**src/design/apss_pkg.sv**
```systemverilog
`default_nettype none
// ----------------------------------------------------------------------------
// apss_pkg
// Shared types and constants for the ATA PIO LBA28 sector sequencer.
// ----------------------------------------------------------------------------
package apss_pkg;

	localparam int WORDS_PER_SECTOR = 256;
	localparam int CNT_W            = $clog2(WORDS_PER_SECTOR + 1);

	// action queue depth, power of two
	localparam int QDEPTH = 4;
	localparam int QPTR_W = $clog2(QDEPTH);

	localparam logic [1:0] REQ_READ  = 2'd0;
	localparam logic [1:0] REQ_WRITE = 2'd1;
	localparam logic [1:0] REQ_HOST  = 2'd2;
	localparam logic [1:0] REQ_BUS   = 2'd3;

	localparam logic [7:0] ST_BSY = 8'h80;
	localparam logic [7:0] ST_RDY = 8'h40;
	localparam logic [7:0] ST_DF  = 8'h20;
	localparam logic [7:0] ST_ERR = 8'h01;

	localparam logic [2:0] PORT_DATA  = 3'd0;
	localparam logic [2:0] PORT_COUNT = 3'd2;
	localparam logic [2:0] PORT_LBA0  = 3'd3;
	localparam logic [2:0] PORT_LBA1  = 3'd4;
	localparam logic [2:0] PORT_LBA2  = 3'd5;
	localparam logic [2:0] PORT_DRIVE = 3'd6;
	localparam logic [2:0] PORT_CMD   = 3'd7;

	localparam logic [7:0] DRIVE_LBA   = 8'hE0;
	localparam logic [7:0] CMD_READ    = 8'h20;
	localparam logic [7:0] CMD_WRITE   = 8'h30;
	localparam logic [7:0] CMD_FLUSH   = 8'hE7;
	localparam logic [7:0] SECTOR_ONE  = 8'h01;

	// what the back end has to emit for one accepted request
	typedef enum logic [3:0] {
		ACT_NONE    = 4'd0,
		ACT_POLL    = 4'd1,
		ACT_CMD     = 4'd2,
		ACT_DONE    = 4'd3,
		ACT_ERR     = 4'd4,
		ACT_RD0     = 4'd5,
		ACT_RDWORD  = 4'd6,
		ACT_RDLAST  = 4'd7,
		ACT_WRWORD  = 4'd8,
		ACT_WRLAST  = 4'd9
	} act_code_t;

	typedef struct packed {
		act_code_t   code;
		logic        wr;
		logic [27:0] lba;
		logic [15:0] data;
	} act_t;

	typedef struct packed {
		logic        bus_valid;
		logic        bus_write;
		logic [2:0]  bus_port;
		logic [15:0] bus_wdata;
		logic        host_valid;
		logic [15:0] host_rdata;
		logic        done_res;
		logic        error;
		logic        last;
	} res_t;

endpackage
`default_nettype wire

```
**src/design/apss_front.sv**
```systemverilog
`default_nettype none
// ----------------------------------------------------------------------------
// apss_front
// Protocol tracker: follows the transfer phase and turns each accepted
// request into at most one action for the back end.
// ----------------------------------------------------------------------------
module apss_front (
	input  wire logic              clk,
	input  wire logic              arst_n,
	input  wire logic              take,
	input  wire logic [1:0]        req_type,
	input  wire logic [27:0]       lba,
	input  wire logic [15:0]       host_word,
	input  wire logic [15:0]       bus_rdata,
	output logic                   act_push,
	output apss_pkg::act_t         act
);

	typedef enum logic [6:0] {
		PH_IDLE        = 7'b0000001,
		PH_WAIT_CMD    = 7'b0000010,
		PH_WAIT_XFER   = 7'b0000100,
		PH_READ_STATUS = 7'b0001000,
		PH_READ_DATA   = 7'b0010000,
		PH_WRITE_DATA  = 7'b0100000,
		PH_WAIT_FLUSH  = 7'b1000000
	} phase_t;

	phase_t                      phase_q, phase_d;
	logic                        wr_q, wr_d;
	logic                        ws_q, ws_d;
	logic [27:0]                 lba_q, lba_d;
	logic [apss_pkg::CNT_W-1:0]  cnt_q, cnt_d, cnt_inc;
	logic [7:0]                  st;
	logic                        cnt_end;

	assign st      = bus_rdata[7:0];
	assign cnt_inc = cnt_q + 1'b1;
	assign cnt_end = cnt_inc >= apss_pkg::CNT_W'(apss_pkg::WORDS_PER_SECTOR);

	always_comb begin
		phase_d   = phase_q;
		wr_d      = wr_q;
		ws_d      = ws_q;
		lba_d     = lba_q;
		cnt_d     = cnt_q;
		act.code  = apss_pkg::ACT_NONE;
		act.wr    = wr_q;
		act.lba   = lba_q;
		act.data  = 16'h0000;
		unique case (phase_q)
			PH_IDLE: begin
				if (req_type == apss_pkg::REQ_READ || req_type == apss_pkg::REQ_WRITE) begin
					wr_d     = req_type[0];
					lba_d    = lba;
					phase_d  = PH_WAIT_CMD;
					ws_d     = 1'b0;
					act.code = apss_pkg::ACT_POLL;
				end
			end
			PH_WAIT_CMD, PH_WAIT_XFER, PH_WAIT_FLUSH: begin
				if (req_type == apss_pkg::REQ_BUS) begin
					if (!ws_q) begin
						if ((st & apss_pkg::ST_BSY) == 8'h00) ws_d = 1'b1;
						act.code = apss_pkg::ACT_POLL;
					end else if ((st & apss_pkg::ST_RDY) == 8'h00) begin
						act.code = apss_pkg::ACT_POLL;
					end else begin
						// drive ready: what follows depends on which wait it was
						priority case (1'b1)
							phase_q == PH_WAIT_CMD: begin
								act.code = apss_pkg::ACT_CMD;
								phase_d  = PH_WAIT_XFER;
								ws_d     = 1'b0;
							end
							phase_q == PH_WAIT_XFER: begin
								cnt_d = '0;
								if (wr_q) begin
									phase_d = PH_WRITE_DATA;
								end else begin
									phase_d  = PH_READ_STATUS;
									act.code = apss_pkg::ACT_POLL;
								end
							end
							default: begin
								act.code = apss_pkg::ACT_DONE;
								phase_d  = PH_IDLE;
							end
						endcase
					end
				end
			end
			PH_READ_STATUS: begin
				if (req_type == apss_pkg::REQ_BUS) begin
					if ((st & (apss_pkg::ST_ERR | apss_pkg::ST_DF)) != 8'h00) begin
						act.code = apss_pkg::ACT_ERR;
						phase_d  = PH_IDLE;
					end else begin
						cnt_d    = '0;
						phase_d  = PH_READ_DATA;
						act.code = apss_pkg::ACT_RD0;
					end
				end
			end
			PH_READ_DATA: begin
				if (req_type == apss_pkg::REQ_BUS) begin
					cnt_d    = cnt_inc;
					act.data = bus_rdata;
					if (cnt_end) begin
						act.code = apss_pkg::ACT_RDLAST;
						phase_d  = PH_IDLE;
					end else begin
						act.code = apss_pkg::ACT_RDWORD;
					end
				end
			end
			PH_WRITE_DATA: begin
				if (req_type == apss_pkg::REQ_HOST) begin
					cnt_d    = cnt_inc;
					act.data = host_word;
					if (cnt_end) begin
						act.code = apss_pkg::ACT_WRLAST;
						phase_d  = PH_WAIT_FLUSH;
						ws_d     = 1'b0;
					end else begin
						act.code = apss_pkg::ACT_WRWORD;
					end
				end
			end
			default: begin
				phase_d = PH_IDLE;
			end
		endcase
	end

	assign act_push = take && (act.code != apss_pkg::ACT_NONE);

	always_ff @(posedge clk or negedge arst_n) begin
		if (!arst_n) begin
			phase_q <= PH_IDLE;
			wr_q    <= 1'b0;
			ws_q    <= 1'b0;
			lba_q   <= '0;
			cnt_q   <= '0;
		end else if (take) begin
			phase_q <= phase_d;
			wr_q    <= wr_d;
			ws_q    <= ws_d;
			lba_q   <= lba_d;
			cnt_q   <= cnt_d;
		end
	end

endmodule
`default_nettype wire

```
**src/design/apss_queue.sv**
```systemverilog
`default_nettype none
// ----------------------------------------------------------------------------
// apss_queue
// Short action queue between the protocol tracker and the result generator.
// ----------------------------------------------------------------------------
module apss_queue (
	input  wire logic              clk,
	input  wire logic              arst_n,
	input  wire logic              wr_en,
	input  wire apss_pkg::act_t    wr_act,
	output logic                   q_full,
	output logic                   q_empty,
	input  wire logic              rd_en,
	output apss_pkg::act_t         rd_act
);

	apss_pkg::act_t                mem_q [apss_pkg::QDEPTH];
	logic [apss_pkg::QPTR_W-1:0]   wptr_q, rptr_q;
	logic [apss_pkg::QPTR_W:0]     cnt_q;

	assign q_full  = cnt_q == (apss_pkg::QPTR_W+1)'(apss_pkg::QDEPTH);
	assign q_empty = cnt_q == '0;
	assign rd_act  = mem_q[rptr_q];

	always_ff @(posedge clk) begin
		if (wr_en) mem_q[wptr_q] <= wr_act;
	end

	always_ff @(posedge clk or negedge arst_n) begin
		if (!arst_n) begin
			wptr_q <= '0;
			rptr_q <= '0;
			cnt_q  <= '0;
		end else begin
			if (wr_en) wptr_q <= wptr_q + 1'b1;
			if (rd_en) rptr_q <= rptr_q + 1'b1;
			unique case ({wr_en, rd_en})
				2'b10:   cnt_q <= cnt_q + 1'b1;
				2'b01:   cnt_q <= cnt_q - 1'b1;
				default: cnt_q <= cnt_q;
			endcase
		end
	end

endmodule
`default_nettype wire

```
**src/design/apss_back.sv**
```systemverilog
`default_nettype none
// ----------------------------------------------------------------------------
// apss_back
// Result generator: expands each queued action into its results, one per
// cycle while the output is empty or being popped, into a single output register.
// ----------------------------------------------------------------------------
module apss_back (
	input  wire logic              clk,
	input  wire logic              arst_n,
	input  wire logic              q_empty,
	input  wire apss_pkg::act_t    head,
	output logic                   q_pop,
	input  wire logic              pop,
	output logic                   empty,
	output apss_pkg::res_t         res
);

	logic [2:0]        step_q;
	logic [2:0]        last_step;
	logic              step_last;
	logic              advance;
	logic              out_valid_q;
	apss_pkg::res_t    res_q;
	apss_pkg::res_t    gen;

	always_comb begin
		unique case (head.code)
			apss_pkg::ACT_CMD:    last_step = 3'd6;
			apss_pkg::ACT_WRLAST: last_step = 3'd2;
			default:              last_step = 3'd0;
		endcase
	end

	assign step_last = step_q == last_step;
	assign advance   = !q_empty && (!out_valid_q || pop);
	assign q_pop     = advance && step_last;

	always_comb begin
		gen            = '0;
		gen.last       = step_last;
		unique case (head.code)
			apss_pkg::ACT_CMD: begin
				gen.bus_valid = 1'b1;
				gen.bus_write = 1'b1;
				unique case (step_q)
					3'd0: begin
						gen.bus_port  = apss_pkg::PORT_DRIVE;
						gen.bus_wdata = {8'h00, apss_pkg::DRIVE_LBA | {4'h0, head.lba[27:24]}};
					end
					3'd1: begin
						gen.bus_port  = apss_pkg::PORT_COUNT;
						gen.bus_wdata = {8'h00, apss_pkg::SECTOR_ONE};
					end
					3'd2: begin
						gen.bus_port  = apss_pkg::PORT_LBA0;
						gen.bus_wdata = {8'h00, head.lba[7:0]};
					end
					3'd3: begin
						gen.bus_port  = apss_pkg::PORT_LBA1;
						gen.bus_wdata = {8'h00, head.lba[15:8]};
					end
					3'd4: begin
						gen.bus_port  = apss_pkg::PORT_LBA2;
						gen.bus_wdata = {8'h00, head.lba[23:16]};
					end
					3'd5: begin
						gen.bus_port  = apss_pkg::PORT_CMD;
						gen.bus_wdata = {8'h00, head.wr ? apss_pkg::CMD_WRITE
						                                : apss_pkg::CMD_READ};
					end
					default: begin
						// closing status poll
						gen.bus_write = 1'b0;
						gen.bus_port  = apss_pkg::PORT_CMD;
					end
				endcase
			end
			apss_pkg::ACT_WRLAST: begin
				gen.bus_valid = 1'b1;
				unique case (step_q)
					3'd0: begin
						gen.bus_write = 1'b1;
						gen.bus_port  = apss_pkg::PORT_DATA;
						gen.bus_wdata = head.data;
					end
					3'd1: begin
						gen.bus_write = 1'b1;
						gen.bus_port  = apss_pkg::PORT_CMD;
						gen.bus_wdata = {8'h00, apss_pkg::CMD_FLUSH};
					end
					default: begin
						gen.bus_port  = apss_pkg::PORT_CMD;
					end
				endcase
			end
			apss_pkg::ACT_POLL: begin
				gen.bus_valid = 1'b1;
				gen.bus_port  = apss_pkg::PORT_CMD;
			end
			apss_pkg::ACT_DONE: begin
				gen.done_res = 1'b1;
			end
			apss_pkg::ACT_ERR: begin
				gen.done_res = 1'b1;
				gen.error    = 1'b1;
			end
			apss_pkg::ACT_RD0: begin
				gen.bus_valid = 1'b1;
				gen.bus_port  = apss_pkg::PORT_DATA;
			end
			apss_pkg::ACT_RDWORD: begin
				gen.bus_valid  = 1'b1;
				gen.bus_port   = apss_pkg::PORT_DATA;
				gen.host_valid = 1'b1;
				gen.host_rdata = head.data;
			end
			apss_pkg::ACT_RDLAST: begin
				gen.host_valid = 1'b1;
				gen.host_rdata = head.data;
				gen.done_res   = 1'b1;
			end
			apss_pkg::ACT_WRWORD: begin
				gen.bus_valid = 1'b1;
				gen.bus_write = 1'b1;
				gen.bus_port  = apss_pkg::PORT_DATA;
				gen.bus_wdata = head.data;
			end
			default: begin
				gen = '0;
			end
		endcase
	end

	always_ff @(posedge clk) begin
		if (advance) res_q <= gen;
	end

	always_ff @(posedge clk or negedge arst_n) begin
		if (!arst_n) begin
			out_valid_q <= 1'b0;
			step_q      <= '0;
		end else begin
			if (advance) begin
				out_valid_q <= 1'b1;
				step_q      <= step_last ? 3'd0 : step_q + 3'd1;
			end else if (pop) begin
				out_valid_q <= 1'b0;
			end
		end
	end

	assign empty = !out_valid_q;
	assign res   = res_q;

endmodule
`default_nettype wire

```
**src/design/ata_pio_sector_sequencer_unit.sv**
```systemverilog
`default_nettype none
// ----------------------------------------------------------------------------
// ata_pio_sector_sequencer_unit
// Host-side ATA PIO sequencer for single-sector LBA28 read and write.
// ----------------------------------------------------------------------------
// Input side is a queue: a request is taken at a clock edge with push high
// and full low. Requests are commands, host data words or bus read returns;
// a request that does not fit the current phase is dropped without a result.
// Result side is a queue too: the oldest result sits on the ports while empty
// is low and leaves at an edge with pop high.
// The tracker takes one request per cycle while full is low and queues at
// most one action for it; the generator expands each action into one to
// seven results, one per cycle while the output is empty or being popped.
// The first result of a request passes the action queue and then the output
// register; a command set-up gives seven results, the last write word with
// its flush three, everything else one. full rises when the four-entry action
// queue is full, so a stalled receiver backs up into it and then into push.
// Reset clears the phase, the queues and the output valid flag; the block is
// idle and ready for a command straight after.
// ----------------------------------------------------------------------------
module ata_pio_sector_sequencer_unit (
	input  wire logic        clk,
	input  wire logic        arst_n,
	input  wire logic        push,
	output logic             full,
	input  wire logic [1:0]  req_type,
	input  wire logic [27:0] lba,
	input  wire logic [15:0] host_word,
	input  wire logic [15:0] bus_rdata,
	output logic             empty,
	input  wire logic        pop,
	output logic             bus_valid,
	output logic             bus_write,
	output logic [2:0]       bus_port,
	output logic [15:0]      bus_wdata,
	output logic             host_valid,
	output logic [15:0]      host_rdata,
	output logic             done_res,
	output logic             error,
	output logic             last
);

	logic              take;
	logic              act_push;
	logic              q_empty;
	logic              q_pop;
	apss_pkg::act_t    act;
	apss_pkg::act_t    head;
	apss_pkg::res_t    res;

	assign take = push && !full;

	apss_front u_front (
		.clk       (clk),
		.arst_n    (arst_n),
		.take      (take),
		.req_type  (req_type),
		.lba       (lba),
		.host_word (host_word),
		.bus_rdata (bus_rdata),
		.act_push  (act_push),
		.act       (act)
	);

	apss_queue u_queue (
		.clk     (clk),
		.arst_n  (arst_n),
		.wr_en   (act_push),
		.wr_act  (act),
		.q_full  (full),
		.q_empty (q_empty),
		.rd_en   (q_pop),
		.rd_act  (head)
	);

	apss_back u_back (
		.clk     (clk),
		.arst_n  (arst_n),
		.q_empty (q_empty),
		.head    (head),
		.q_pop   (q_pop),
		.pop     (pop),
		.empty   (empty),
		.res     (res)
	);

	assign bus_valid  = res.bus_valid;
	assign bus_write  = res.bus_write;
	assign bus_port   = res.bus_port;
	assign bus_wdata  = res.bus_wdata;
	assign host_valid = res.host_valid;
	assign host_rdata = res.host_rdata;
	assign done_res   = res.done_res;
	assign error      = res.error;
	assign last       = res.last;

endmodule
`default_nettype wire
```
**config.mk**
```make
export PLATFORM = sky130hd
export DESIGN_NAME = ata_pio_sector_sequencer_unit
export DESIGN_NICKNAME = d
export VERILOG_FILES = /design/src/design/apss_pkg.sv /design/src/design/apss_front.sv /design/src/design/apss_queue.sv /design/src/design/apss_back.sv /design/src/design/ata_pio_sector_sequencer_unit.sv
export SDC_FILE = /design/constraint.sdc
export NUM_CORES = 1
export LEC_CHECK = 0
export BUFFER_PORTS_ARGS = -buffer_cell sky130_fd_sc_hd__clkbuf_2
export CORE_MARGIN = 2
export CORE_UTILIZATION = 56
export CTS_CLUSTER_SIZE = 16
export DETAILED_ROUTE_END_ITERATION = 6
export PLACE_DENSITY = 0.79
export SLEW_MARGIN = 20
export SYNTH_ARGS = -nofsm -noshare
export SYNTH_HDL_FRONTEND = slang
export SYNTH_SLANG_ARGS = --single-unit
```
**constraint.sdc**
```tcl
create_clock -name clk -period 10.5 [get_ports clk]
set_input_delay 0.525 -clock clk [delete_from_list [all_inputs] [get_ports clk]]
set_output_delay 0.525 -clock clk [all_outputs]
set_load 0.02 [all_outputs]
```
==> out/metrics.cfg <==
[worst_setup_path]
setup.worst_path.start_class=register
crit_arrival_ns=4.57
reg2reg_depth=12
r2r-end=u_queue.cnt_q[2]$_DFFE_PN0P_
worstSetupPathType=reg -> reg
crit_buf_inv=2
cp_cell_sequence=buf_16, mux4_2, nor4b_1, or4_4, a31oi_4, and2_1, ha_1, inv_1, fa_1, xor2_1, nor2_1, xor2_1
timing.critical_path.required_ns=10.95
critPathMaxStageDelay_ns=0.69
critical_path.top_delay_family=simple AND/OR/NAND/NOR gates
timing.critical_path.fanout_max=33
cpMaxStageDelayCell=sky130_fd_sc_hd__dfrtp_4
cp-end-kind=register
reg2reg_from=u_queue.rptr_q[0]$_DFFE_PN0P_
crit_top_cell=sky130_fd_sc_hd__xor2_1
r2r_setup_slack_ns=6.39

[synth]
yosys.area.top_type_share_pct=58.3
synth.lib_cells_used.distinct=65
synth_seq_cells=294
ys.flop_type=sky130_fd_sc_hd__edfxtp_1
synth.mux.area_fraction_pct=12.7
syn_inst=710
ys_seq_area_share_pct=70.0
syn_area_um2=12200
synth-compound-area-share_pct=6.45
netlist_top_cells_area=sky130_fd_sc_hd__edfxtp_1 (58%), sky130_fd_sc_hd__dfrtp_1 (11%), sky130_fd_sc_hd__mux4_2 (9.0%)
mappedNetlistNets=788
parity_gate_share_of_the_synthesized_area_counting_xor_and_xnor_cells_pct=0.861
adder_cell_share_of_the_synthesized_area_pct=1.29
count_of_flip_flops_with_a_built_in_enable_after_synthesis=237
yosys_warnings=0
async_reset_ff_share_pct=19.4
synth_simple_gate_area_share_pct=6.82
synth_top_cell_by_area=sky130_fd_sc_hd__edfxtp_1
avgSynthCellArea_um2=17.2
combinational_family_with_the_most_area_after_synthesis=multiplexers

[finish]
area_delta_synth_final_pct=15.2
nFillCells=1453
stdcell_count=1126
ff_latch_area_um2=8550
layout.nets=902
insertedDiodeCount=0
final_common_cell=sky130_fd_sc_hd__edfxtp_1
layout_common_cells=sky130_fd_sc_hd__edfxtp_1 (237), sky130_fd_sc_hd__clkbuf_2 (108), sky130_fd_sc_hd__dfrtp_1 (54)
utilization_pct=65.1
drive_above_1_share_pct=30.5
multi_input_comb_area_um2=3440

[global_routing]
grt_use_total_pct=21.2
first_global_vias=6643
grt_pass1_wl_mm=37.2
grt_max_degree=58
grt_antenna_before_repair=0
globalRoute.totalOverflow=0

[clock_tree]
clkLatencyLatePin_ns=0.54
post_cts_resize_count=0
cts_inserted_buffers=29
cts_htree_levels=1
hold_buffers=0
cts_buffer_depth=3
cts_tree=built
cts.repair_timing.setup_buffer_count=0
clk_pin_slew_worst_paths_ns=0.06
cts.sink_count=294
cts-root-buf=sky130_fd_sc_hd__clkbuf_16

[route]
routed-via-count=6793
number_of_nets_with_antenna_violations_after_routing=0
iteration_0_drc_markers=652
drt-total-wl_mm=24.5
firstDrtPassIters=5
post_drt_via_cell_ratio=6.03
drt-wirelength-per-cell_um=21.7
detail_route.drc_violations=0

[sta]
worst_tran_pin_value_ns=0.944
drv_slew=0
timing.final.crit_period_ns=4.11
unrepaired_setup_endpoints_after_global_routing=false
final.setup.tns_ns=0
worst_clock_skew_ns=0.0126
timing_hold_violations_final=0
max_slew_margin_pct=37.0
timing.fmax_ghz=0.243
post-route-period-util_pct=39.2
finalSetupViolations=0
worst_hold_slack_ns=0.133

[min_path]
hold_class=in -> async

[die]
pin_count=109
start_util_pct=56.5
die-width_um=152
core_um2=21600
num_rows=54
chipHeight_um=152
fp.dieArea_um2=23000

[placed_design]
gpl.final_weighted_congestion=0.840
place_inst=1072
detailedPlacementHpwl_mm=14.9
portBuffers=108

[run_status]
outcome=finished clean

[power]
comb_power_share_pct=28.3
seq_power_share_pct=44.5
p_sw_share_pct=31.8
power.static_leakage_nw=5.23
power.ir.vdd_worst_mv=0.133
p_int_mw=2.74
pwr-share-clk_pct=27.2
netsw_mw=1.27
p_per_area_nw_per_um2=285

[run]
max-cap-violations=0

[power by group through the flow]
stage / combinational [mW] / clock, mW / sequential (mW)
floorplan: 0.769 / 0 / 1.81
global placement: 1.04 / 0 / 1.83
detailed placement: 1.07 / 0 / 1.85
CTS: 1.09 / 1.10 / 1.83
global route: 1.23 / 1.15 / 1.82
finish: 1.13 / 1.09 / 1.79
[worst max path at each step]
stage	startpoint	to	slack, ns	cells after the start
after floorplan	u_front.phase_q[3]$_DFFE_PN0P_	u_queue.mem_q[0][0]$_DFFE_PP_	6.75	7
after global placement	u_queue.rptr_q[0]$_DFFE_PN0P_	u_queue.cnt_q[2]$_DFFE_PN0P_	6.33	11
after detailed placement	u_queue.rptr_q[0]$_DFFE_PN0P_	u_queue.cnt_q[2]$_DFFE_PN0P_	6.20	11
after CTS	u_queue.rptr_q[0]$_DFFE_PN0P_	u_queue.cnt_q[2]$_DFFE_PN0P_	6.15	11
after global routing	u_queue.rptr_q[0]$_DFFE_PN0P_	u_queue.cnt_q[2]$_DFFE_PN0P_	6.15	12
final	u_queue.rptr_q[0]$_DFFE_PN0P_	u_queue.cnt_q[2]$_DFFE_PN0P_	6.39	12
[cell families (layout without fill, tap and decap cells)]
group / after synthesis / after routing
buf+inv: 51 / 187
simple gates: 145 / 145
flops: 294 / 294
compound gates: 107 / 107
xor+xnor: 12 / 12
mux: 89 / 89
fa+ha+maj: 12 / 12
[cell type report]
type	instances	area share [%]
multi-input combinational	365	24.5
tap	280	2.49
clock buffer	37	6.19
clock inverter	16	1.16
inverter	16	0.427
sequential	294	60.7
timing repair buffer	118	4.52
[flip-flops by register name, indices dropped and copies added, names as in the netlist]
register,cells
u_back.out_valid_q,1
u_back.res,41
u_back.step_q,3
u_front.cnt_q,9
u_front.lba_q,28
u_front.phase_q,7
u_front.wr_q,1
u_front.ws_q,1
u_queue.cnt_q,3
u_queue.mem_q,196
u_queue.rptr_q,2
u_queue.wptr_q,2
[Yosys cell counts (3+ instances only)]
master and count:
sky130_fd_sc_hd__buf_4 3, sky130_fd_sc_hd__nor3_1 8, sky130_fd_sc_hd__ha_1 11, sky130_fd_sc_hd__mux2i_1 3
sky130_fd_sc_hd__nor4_1 3, sky130_fd_sc_hd__mux4_2 49, sky130_fd_sc_hd__o41ai_1 4, sky130_fd_sc_hd__clkbuf_1 20
sky130_fd_sc_hd__a32oi_1 4, sky130_fd_sc_hd__a22o_1 19, sky130_fd_sc_hd__mux2_1 16, sky130_fd_sc_hd__nor4b_1 3
sky130_fd_sc_hd__nand2_1 29, sky130_fd_sc_hd__edfxtp_1 237, sky130_fd_sc_hd__dfrtp_1 56, sky130_fd_sc_hd__nand3_1 12
sky130_fd_sc_hd__o21ai_0 27, sky130_fd_sc_hd__or4_4 3, sky130_fd_sc_hd__and2_1 29, sky130_fd_sc_hd__or3_1 5
sky130_fd_sc_hd__a221o_1 4, sky130_fd_sc_hd__xnor2_1 4, sky130_fd_sc_hd__nand3b_1 3, sky130_fd_sc_hd__inv_1 15
sky130_fd_sc_hd__nand2b_1 7, sky130_fd_sc_hd__a21oi_1 15, sky130_fd_sc_hd__xor2_1 8, sky130_fd_sc_hd__and3_1 7
sky130_fd_sc_hd__mux2_2 20, sky130_fd_sc_hd__nor2_1 16, sky130_fd_sc_hd__nor2b_1 5, sky130_fd_sc_hd__a22oi_1 5
sky130_fd_sc_hd__buf_2 9, sky130_fd_sc_hd__o31ai_1 10
[routing by layer]
metal  wire, um  track usage, %
met3       1680            4.07
met5          0               0
met4        559            5.93
met2      12200            35.2
met1      10000            29.1
[per-stage QoR]
stage                     worst slack, ns  cell area, um^2  power (mW)
after global placement               6.33            13000        2.87
after floorplan                      6.75            12200        2.58
after detailed placement             6.20            13000        2.92
after global routing                 6.15            14100        4.20
after CTS                            6.15            14000        4.02
final                                6.39            14100        4.01
No activity file was read; power rests on OpenSTA's default activity.
